### src/rtl/stbs_pkg.sv
// Shared types and constants for the sorted-table binary search block.
// No dependencies; imported by the sequencer and the top level.
package stbs_pkg;

  // Fixed field widths of the transaction ports.
  localparam int FIELD_W = 32;
  localparam int IDX_W   = 8;
  localparam int BOUND_W = 10;
  localparam int CFG_W   = 8;
  localparam int CFG_IDX_W = 1;
  // Wide enough for range checks against any table depth below 2**17.
  localparam int WIDE_W  = 17;

  // Operation codes carried by func.
  localparam logic FUNC_WRITE  = 1'b0;
  localparam logic FUNC_SEARCH = 1'b1;

  // Configuration register indexes.
  localparam logic [CFG_IDX_W-1:0] CFG_LOWER = 1'b0;
  localparam logic [CFG_IDX_W-1:0] CFG_UPPER = 1'b1;

  typedef enum logic [1:0] {
    S_IDLE,
    S_PROBE,
    S_CMP,
    S_DONE
  } seq_state_t;

  typedef struct packed {
    logic             found;
    logic [IDX_W-1:0] position;
  } stbs_res_t;

endpackage

### src/rtl/stbs_seq.sv
// Search sequencer: takes input transactions, writes the table and runs
// the probe loop against the table RAM. Depends on stbs_pkg.
module stbs_seq #(
  parameter int TABLE_DEPTH = 256,
  parameter int DATA_WIDTH  = 32
) (
  input  logic                                clk,
  input  logic                                rst_n,
  input  logic                                in_valid,
  output logic                                in_stall,
  input  logic                                in_func,
  input  logic [stbs_pkg::IDX_W-1:0]          in_entry_index,
  input  logic signed [stbs_pkg::FIELD_W-1:0] in_entry_value,
  input  logic signed [stbs_pkg::FIELD_W-1:0] in_search_key,
  input  logic [stbs_pkg::IDX_W-1:0]          lower_index,
  input  logic [stbs_pkg::IDX_W-1:0]          upper_index,
  output logic                                ram_we,
  output logic [$clog2(TABLE_DEPTH)-1:0]      ram_addr,
  output logic [DATA_WIDTH-1:0]               ram_wdata,
  input  logic [DATA_WIDTH-1:0]               ram_rdata,
  output logic                                res_valid,
  input  logic                                res_ready,
  output stbs_pkg::stbs_res_t                 res
);

  import stbs_pkg::*;

  localparam int ADDR_W = $clog2(TABLE_DEPTH);

  seq_state_t                    state_r, state_nxt;
  logic signed [DATA_WIDTH-1:0]  key_r, key_nxt;
  logic signed [BOUND_W-1:0]     lo_r, lo_nxt;
  logic signed [BOUND_W-1:0]     hi_r, hi_nxt;
  logic [IDX_W-1:0]              mid_r, mid_nxt;
  stbs_res_t                     res_r, res_nxt;

  logic [IDX_W:0]                mid_sum;
  logic [IDX_W-1:0]              mid;
  logic [WIDE_W-1:0]             wr_idx_wide;
  logic [WIDE_W-1:0]             mid_wide;
  logic [WIDE_W-1:0]             mid_r_wide;
  logic                          wr_in_range;
  logic                          probe_beyond;
  logic signed [DATA_WIDTH-1:0]  probe;

  // The midpoint is only used while both bounds are non-negative.
  assign mid_sum = {1'b0, lo_r[IDX_W-1:0]} + {1'b0, hi_r[IDX_W-1:0]};
  assign mid     = mid_sum[IDX_W:1];

  assign wr_idx_wide  = WIDE_W'(in_entry_index);
  assign mid_wide     = WIDE_W'(mid);
  assign mid_r_wide   = WIDE_W'(mid_r);
  assign wr_in_range  = wr_idx_wide < WIDE_W'(TABLE_DEPTH);
  assign probe_beyond = mid_r_wide >= WIDE_W'(TABLE_DEPTH);
  assign probe        = probe_beyond ? '0 : $signed(ram_rdata);

  assign ram_wdata = DATA_WIDTH'(in_entry_value);
  assign res       = res_r;

  always_ff @(posedge clk) begin
    if (!rst_n) begin
      state_r <= S_IDLE;
    end else begin
      state_r <= state_nxt;
    end
  end

  always_ff @(posedge clk) begin
    key_r <= key_nxt;
    lo_r  <= lo_nxt;
    hi_r  <= hi_nxt;
    mid_r <= mid_nxt;
    res_r <= res_nxt;
  end

  always_comb begin
    state_nxt = state_r;
    key_nxt   = key_r;
    lo_nxt    = lo_r;
    hi_nxt    = hi_r;
    mid_nxt   = mid_r;
    res_nxt   = res_r;
    in_stall  = 1'b1;
    ram_we    = 1'b0;
    ram_addr  = wr_idx_wide[ADDR_W-1:0];
    res_valid = 1'b0;
    unique case (state_r)
      S_IDLE: begin
        in_stall = 1'b0;
        if (in_valid) begin
          if (in_func == FUNC_SEARCH) begin
            key_nxt   = DATA_WIDTH'(in_search_key);
            lo_nxt    = $signed(BOUND_W'(lower_index));
            hi_nxt    = $signed(BOUND_W'(upper_index));
            state_nxt = S_PROBE;
          end else begin
            ram_we = wr_in_range;
          end
        end
      end
      S_PROBE: begin
        if (lo_r > hi_r) begin
          res_nxt.found    = 1'b0;
          res_nxt.position = '0;
          state_nxt        = S_DONE;
        end else begin
          ram_addr  = mid_wide[ADDR_W-1:0];
          mid_nxt   = mid;
          state_nxt = S_CMP;
        end
      end
      S_CMP: begin
        if (probe > key_r) begin
          hi_nxt    = $signed(BOUND_W'(mid_r)) - BOUND_W'(1);
          state_nxt = S_PROBE;
        end else if (probe < key_r) begin
          lo_nxt    = $signed(BOUND_W'(mid_r)) + BOUND_W'(1);
          state_nxt = S_PROBE;
        end else begin
          res_nxt.found    = 1'b1;
          res_nxt.position = mid_r;
          state_nxt        = S_DONE;
        end
      end
      S_DONE: begin
        res_valid = 1'b1;
        if (res_ready) begin
          state_nxt = S_IDLE;
        end
      end
      default: begin
        state_nxt = S_IDLE;
      end
    endcase
  end

`ifndef SYNTHESIS
  a_write_only_idle: assert property (@(posedge clk) disable iff (!rst_n)
    ram_we |-> state_r == S_IDLE)
    else $error("table write outside idle");

  a_cmp_follows_probe: assert property (@(posedge clk) disable iff (!rst_n)
    state_r == S_CMP |-> $past(state_r) == S_PROBE)
    else $error("compare without a preceding probe");

  a_lower_nonneg: assert property (@(posedge clk) disable iff (!rst_n)
    state_r == S_PROBE |-> !lo_r[BOUND_W-1])
    else $error("lower bound went negative");

  a_miss_position_zero: assert property (@(posedge clk) disable iff (!rst_n)
    res_valid && !res.found |-> res.position == '0)
    else $error("miss reported with a non-zero position");
`endif

endmodule
### config.mk
export PLATFORM = sky130hd
export DESIGN_NAME = stbs_seq
export DESIGN_NICKNAME = d
export VERILOG_FILES = /design/src/rtl/stbs_pkg.sv /design/src/rtl/stbs_seq.sv
export SDC_FILE = /design/constraint.sdc
export NUM_CORES = 1
export LEC_CHECK = 0
export BUFFER_PORTS_ARGS = -buffer_cell sky130_fd_sc_hd__buf_2
export CELL_PAD_IN_SITES_DETAIL_PLACEMENT = 1
export CELL_PAD_IN_SITES_GLOBAL_PLACEMENT = 1
export CORE_MARGIN = 2
export CORE_UTILIZATION = 39
export CTS_CLUSTER_SIZE = 16
export DETAILED_ROUTE_END_ITERATION = 10
export PLACE_DENSITY = 0.86
export SYNTH_ARGS = -nofsm -noshare
export SYNTH_HDL_FRONTEND = slang
export SYNTH_SLANG_ARGS = --single-unit
### constraint.sdc
create_clock -name clk -period 6 [get_ports clk]
set_clock_uncertainty 0.15 [all_clocks]
set_input_delay 1.2 -clock clk [delete_from_list [all_inputs] [get_ports clk]]
set_output_delay 1.2 -clock clk [all_outputs]
set_load 0.02 [all_outputs]
After elaboration in Yosys (flattened, before gate mapping)
Cells that the tools add are included.
W data, S select, Z words.

word-level totals
  register bits = 71
  output and inout bits = 52
  logic and storage cells = 64

operators by class
  add/subtract/negate cells = 3
  magnitude comparators = 5
  equality and inequality tests = 11
  multiplexer cells = 28
  bitwise operators = 1
  reduce and logical (&&, ||, !) cells = 9

operator list
  cell                   number
  $mux W10               7
  $pmux W10 S2           2
  $gt A32 B32 Y1         1
  $lt A32 B32 Y1         1
  $mux W32               1
  $mux W9                3
  $pmux W9 S2            1
  $mux W8                2
  $ne A2 B2 Y1 const B   8
  $gt A10 B10 Y1         1
  $mux W2                5
  $add A8 B1 Y9 const B  1
  $add A8 B8 Y9          1
  $ge A8 B9 Y1 const B   1
  $lt A8 B9 Y1 const B   1
  $sub A8 B1 Y9 const B  1
  $pmux W2 S4            1
  $reduce_and A4 Y1      2
  $mux W1                6
  $reduce_and A3 Y1      2
  $reduce_and A5 Y1      1
  $eq A2 B2 Y1 const B   2
  $reduce_bool A2 Y1     2
  $eq A2 B1 Y1 const B   1
  other kinds (3)        3

Longest topological paths before layout
  word-level depth = 6
  depth in mapped cells = 9
  depth with buffers taken out = 9

Least setup slack after synthesis
OpenSTA, ideal clock, no wires.

  path type = input-to-reg
  start point = input ram_rdata[31]
  end point = register res_r, in the netlist res[0] (enable)
  setup time = 0.390 ns
  arrival time = 2.992 ns
  required time = 5.460 ns
  slack = 2.468 ns
  stages = 5
  buffers on the path = 0
  cells stage by stage = ha_1 > nand4_1 > nor4_2 > nand2_1 > o31ai_1

between the ends
  word-level cells in the longest chain between the ends = 4

ends and longest elaborated chain
  element                                           line                              text
  start: declaration                                stbs_seq.sv:20                    input logic [DATA_WIDTH-1:0] ram_rdata,
  $mux W32 *                                        stbs_seq.sv:55                    assign probe = probe_beyond ? '0 : $signed(ram_rdata);
  $lt A32 B32 Y1 or $gt A32 B32 Y1 (tied branches)  stbs_seq.sv:116, stbs_seq.sv:113
  $ne A2 B2 Y1 (no source line)                     -
  $reduce_and A4 Y1 (no source line) *              -
  end signal: assignment                            stbs_seq.sv:73                    res_r <= res_nxt;
  end: declaration                                  stbs_seq.sv:35                    stbs_res_t res_r, res_nxt;

Every way passes the cells marked *; elsewhere a longest branch is shown, timed or not.
A chain may end at the register's enable or synchronous reset.

Worst setup path after layout
  start point = register lo_r[2]
  end point = output ram_addr[6]

between the ends
  word-level cells in the longest chain between the ends = 3

ends and longest elaborated chain
  element                                          line                             text
  start: declaration                               stbs_seq.sv:32                   logic signed [BOUND_W-1:0] lo_r, lo_nxt;
  start signal: assignment                         stbs_seq.sv:70                   lo_r <= lo_nxt;
  $add A8 B8 Y9 or $gt A10 B10 Y1 (tied branches)  stbs_seq.sv:47, stbs_seq.sv:102
  $mux W8 *                                        stbs_seq.sv:102                  if (lo_r > hi_r) begin
  $mux W8 *                                        stbs_seq.sv:87                   unique case (state_r)
  end: declaration                                 stbs_seq.sv:18                   output logic [$clog2(TABLE_DEPTH)-1:0] ram_addr,

Marked as above.

==> impl_metrics.toml <==
[synthesis]
ys_warn_count = 0
synth_nets = 588
yosysSeqAreaShare_pct = 47.06
netlist_instances = 412
synth_area_per_cell_um2 = 10.58
synth_area_um2 = 4360
ys_seq_elements = 69
synth.distinct_cells = 46

[clock_network]
cts_inserted_buffers = 9
cts_sinks = 69
postCtsResizedCells = 0
post_cts_buffers = 0
clk_pin_slew_ps = 90
cts-hold-fix-buffers = 0
worst_skew_pair.late_latency_ps = 360
htree_levels = 3
ctsLongestPathBuffers = 2
cts_tree = "yes"
root_buffer = "clkbuf_8"

[floorplan]
rows = 38
start_util_pct = 40.05
die_y_um = 109.7
core_um2 = 10890
die_x_um = 109.7
boundaryPins = 177
die-area_um2 = 12040

[sta]
whs_ps = 368.4
setup_viol = 0
finalHoldViolations = 0
layout_min_cycle_time_ps = 4302
slew_viol_final = 0
setup_tns_ps = 0
worstMarginPinSlew_ps = 656.2
finalCritPeriodShare_pct = 71.71
slew_headroom_pct = 56.25
rsz0062_at_grt = "no"
clock.fmax_mhz = 232.4

[global_route]
antenna_found_initial = 0
grt_start_max_net_pins = 39
grt_usage_pct = 19.37
grt_overflow = 0
grt_pass1_vias = 3596
grt_pass1_wl_um = 17170

[placed_design]
globalplace.congestion = 0.8848
dp_hpwl_um = 9005
io_buffers = 112
placed_cells = 626

[pwr]
ir_worst_vdd_v = 0.0001699
power.density_nw_per_um2 = 228.4
power.total_w = 0.001142
leakage_nw = 2.314

[status]
status = "completed"

[detailed_routing]
dr.pass1.iters = 4
drt_wl_total_um = 11070
drtIter0Drc = 99
vias_per_cell = 5.045
vias = 3234
ant_nets = 0
wl_per_cell_um = 17.27
drc = 0

[worst_setup_path]
end_kind = "output pin"
path_class = "reg2out"
critPathLaunchType = "flop"
required_ps = 4650
cp.arrival_ps = 2950
cp_max_fo = 10

[layout]
finalNonFillerCells = 641
final_core_util_pct = 45.94
diodes = 0
finalNetCount = 673
drive_gt1_share_pct = 28.34
mostFrequentLayoutCell = "buf_2"
areaGrowthSynthToFinish_pct = 14.72
final_cell_mix = "112 x buf_2, 67 x edfxtp_1, 52 x inv_1, 50 x ha_1, 40 x nand2_1"

[run]
drv_cap = 0

[worst_hold_path]
worstHoldPathType = "reg2reg"
per-stage QoR:
step | cell area (µm²) | setup slack, ps
finish | 5002 | 1698
global route | 5002 | 1511
CTS | 5002 | 1656
detailed placement | 4837 | 2068
global placement | 4837 | 2177
floorplan | 4360 | 2468
worst max-delay path, stage by stage, from the launching register on:
cell and delay [ps]:
edfxtp_1 420, ha_1 390, nand4_1 160, nor3_2 190, nor2_1 80, o21a_1 120, or3b_1 670, mux2_4 390
buf_2 160
final cells by class:
class | count | area, µm²
fill | 1237 | 5886
timing repair buffer | 115 | 583.1
sequential | 69 | 2052
tap | 140 | 175.2
inverter | 54 | 202.7
clock inverter | 6 | 41.29
clock buffer | 9 | 123.9
multi-input combinational | 248 | 1824
sequential cells by signal, indices dropped and copies added (netlist names):
signal / count
key_r: 32
hi_r: 9
lo_r: 9
res: 9
mid_r: 8
state_r: 2
synth_stat cells (all sizes together):
master	instances	share of area [%]
and3	3	0.43
nor2	20	1.7
a21o	1	0.17
ha	50	14
o221ai	1	0.20
nor4	3	0.57
o21a	1	0.17
a2111oi	2	0.40
dfxtp	2	0.92
clkinv	1	0.086
xor2	6	1.2
or3	1	0.14
or3b	1	0.20
nor3	5	0.69
nor3b	1	0.17
a22o	1	0.20
buf	33	5.8
nand3	7	0.92
o21bai	3	0.52
a21oi	21	2.4
o211ai	1	0.17
o21ai	24	2.8
a32oi	1	0.20
and2	6	0.86
inv	53	4.6
nor2b	5	0.72
o31ai	1	0.17
nand2b	3	0.43
or2b	1	0.17
or4	1	0.17
edfxtp	67	46
a211o	1	0.20
nand4	13	1.9
mux2	8	2.8
clkbuf	8	0.69
fa	1	0.46
a211oi	1	0.17
and4	2	0.40
nand2	40	3.4
xnor2	12	2.4
cell families after synthesis:
logic type | count (synthesis) | synth area share (%)
mux | 8 | 2.755
compound gates | 59 | 7.748
fa+ha+maj | 51 | 14.81
buf+inv | 95 | 11.10
flops | 69 | 47.06
xor+xnor | 18 | 3.615
simple gates | 112 | 12.91
path summary, 6_finish.rpt:
check | to | from | slack, ps | cells after the start
worst min register to register | state_r[1] | state_r[0] | 370 | 2
worst max register to register | lo_r[3] | key_r[7] | 3150 | 8
worst min-delay path | state_r[1] | state_r[0] | 370 | 2
worst max-delay path | ram_addr[6] | lo_r[2] | 1700 | 8
report_power, final:
| group | switching [W] | internal, W | leakage, nW | total, W |
|---|---|---|---|---|
| Clock | 0.000185 | 0.000146 | 0.0771 | 0.000332 |
| Combinational | 0.000137 | 0.0000932 | 1.60 | 0.000230 |
| Sequential | 0.0000137 | 0.000567 | 0.640 | 0.000581 |
| Total | 0.000336 | 0.000807 | 2.31 | 0.00114 |
metal layers:
metal	wire [µm]	vias to the layer above	global-route usage [%]
li1	-	1563	-
met1	4280	1527	20.02
met4	305	0	8.861
met3	661	32	5.039
met5	0	-	0
met2	5821	112	36.29
No activity file was read; power rests on OpenSTA's default activity.
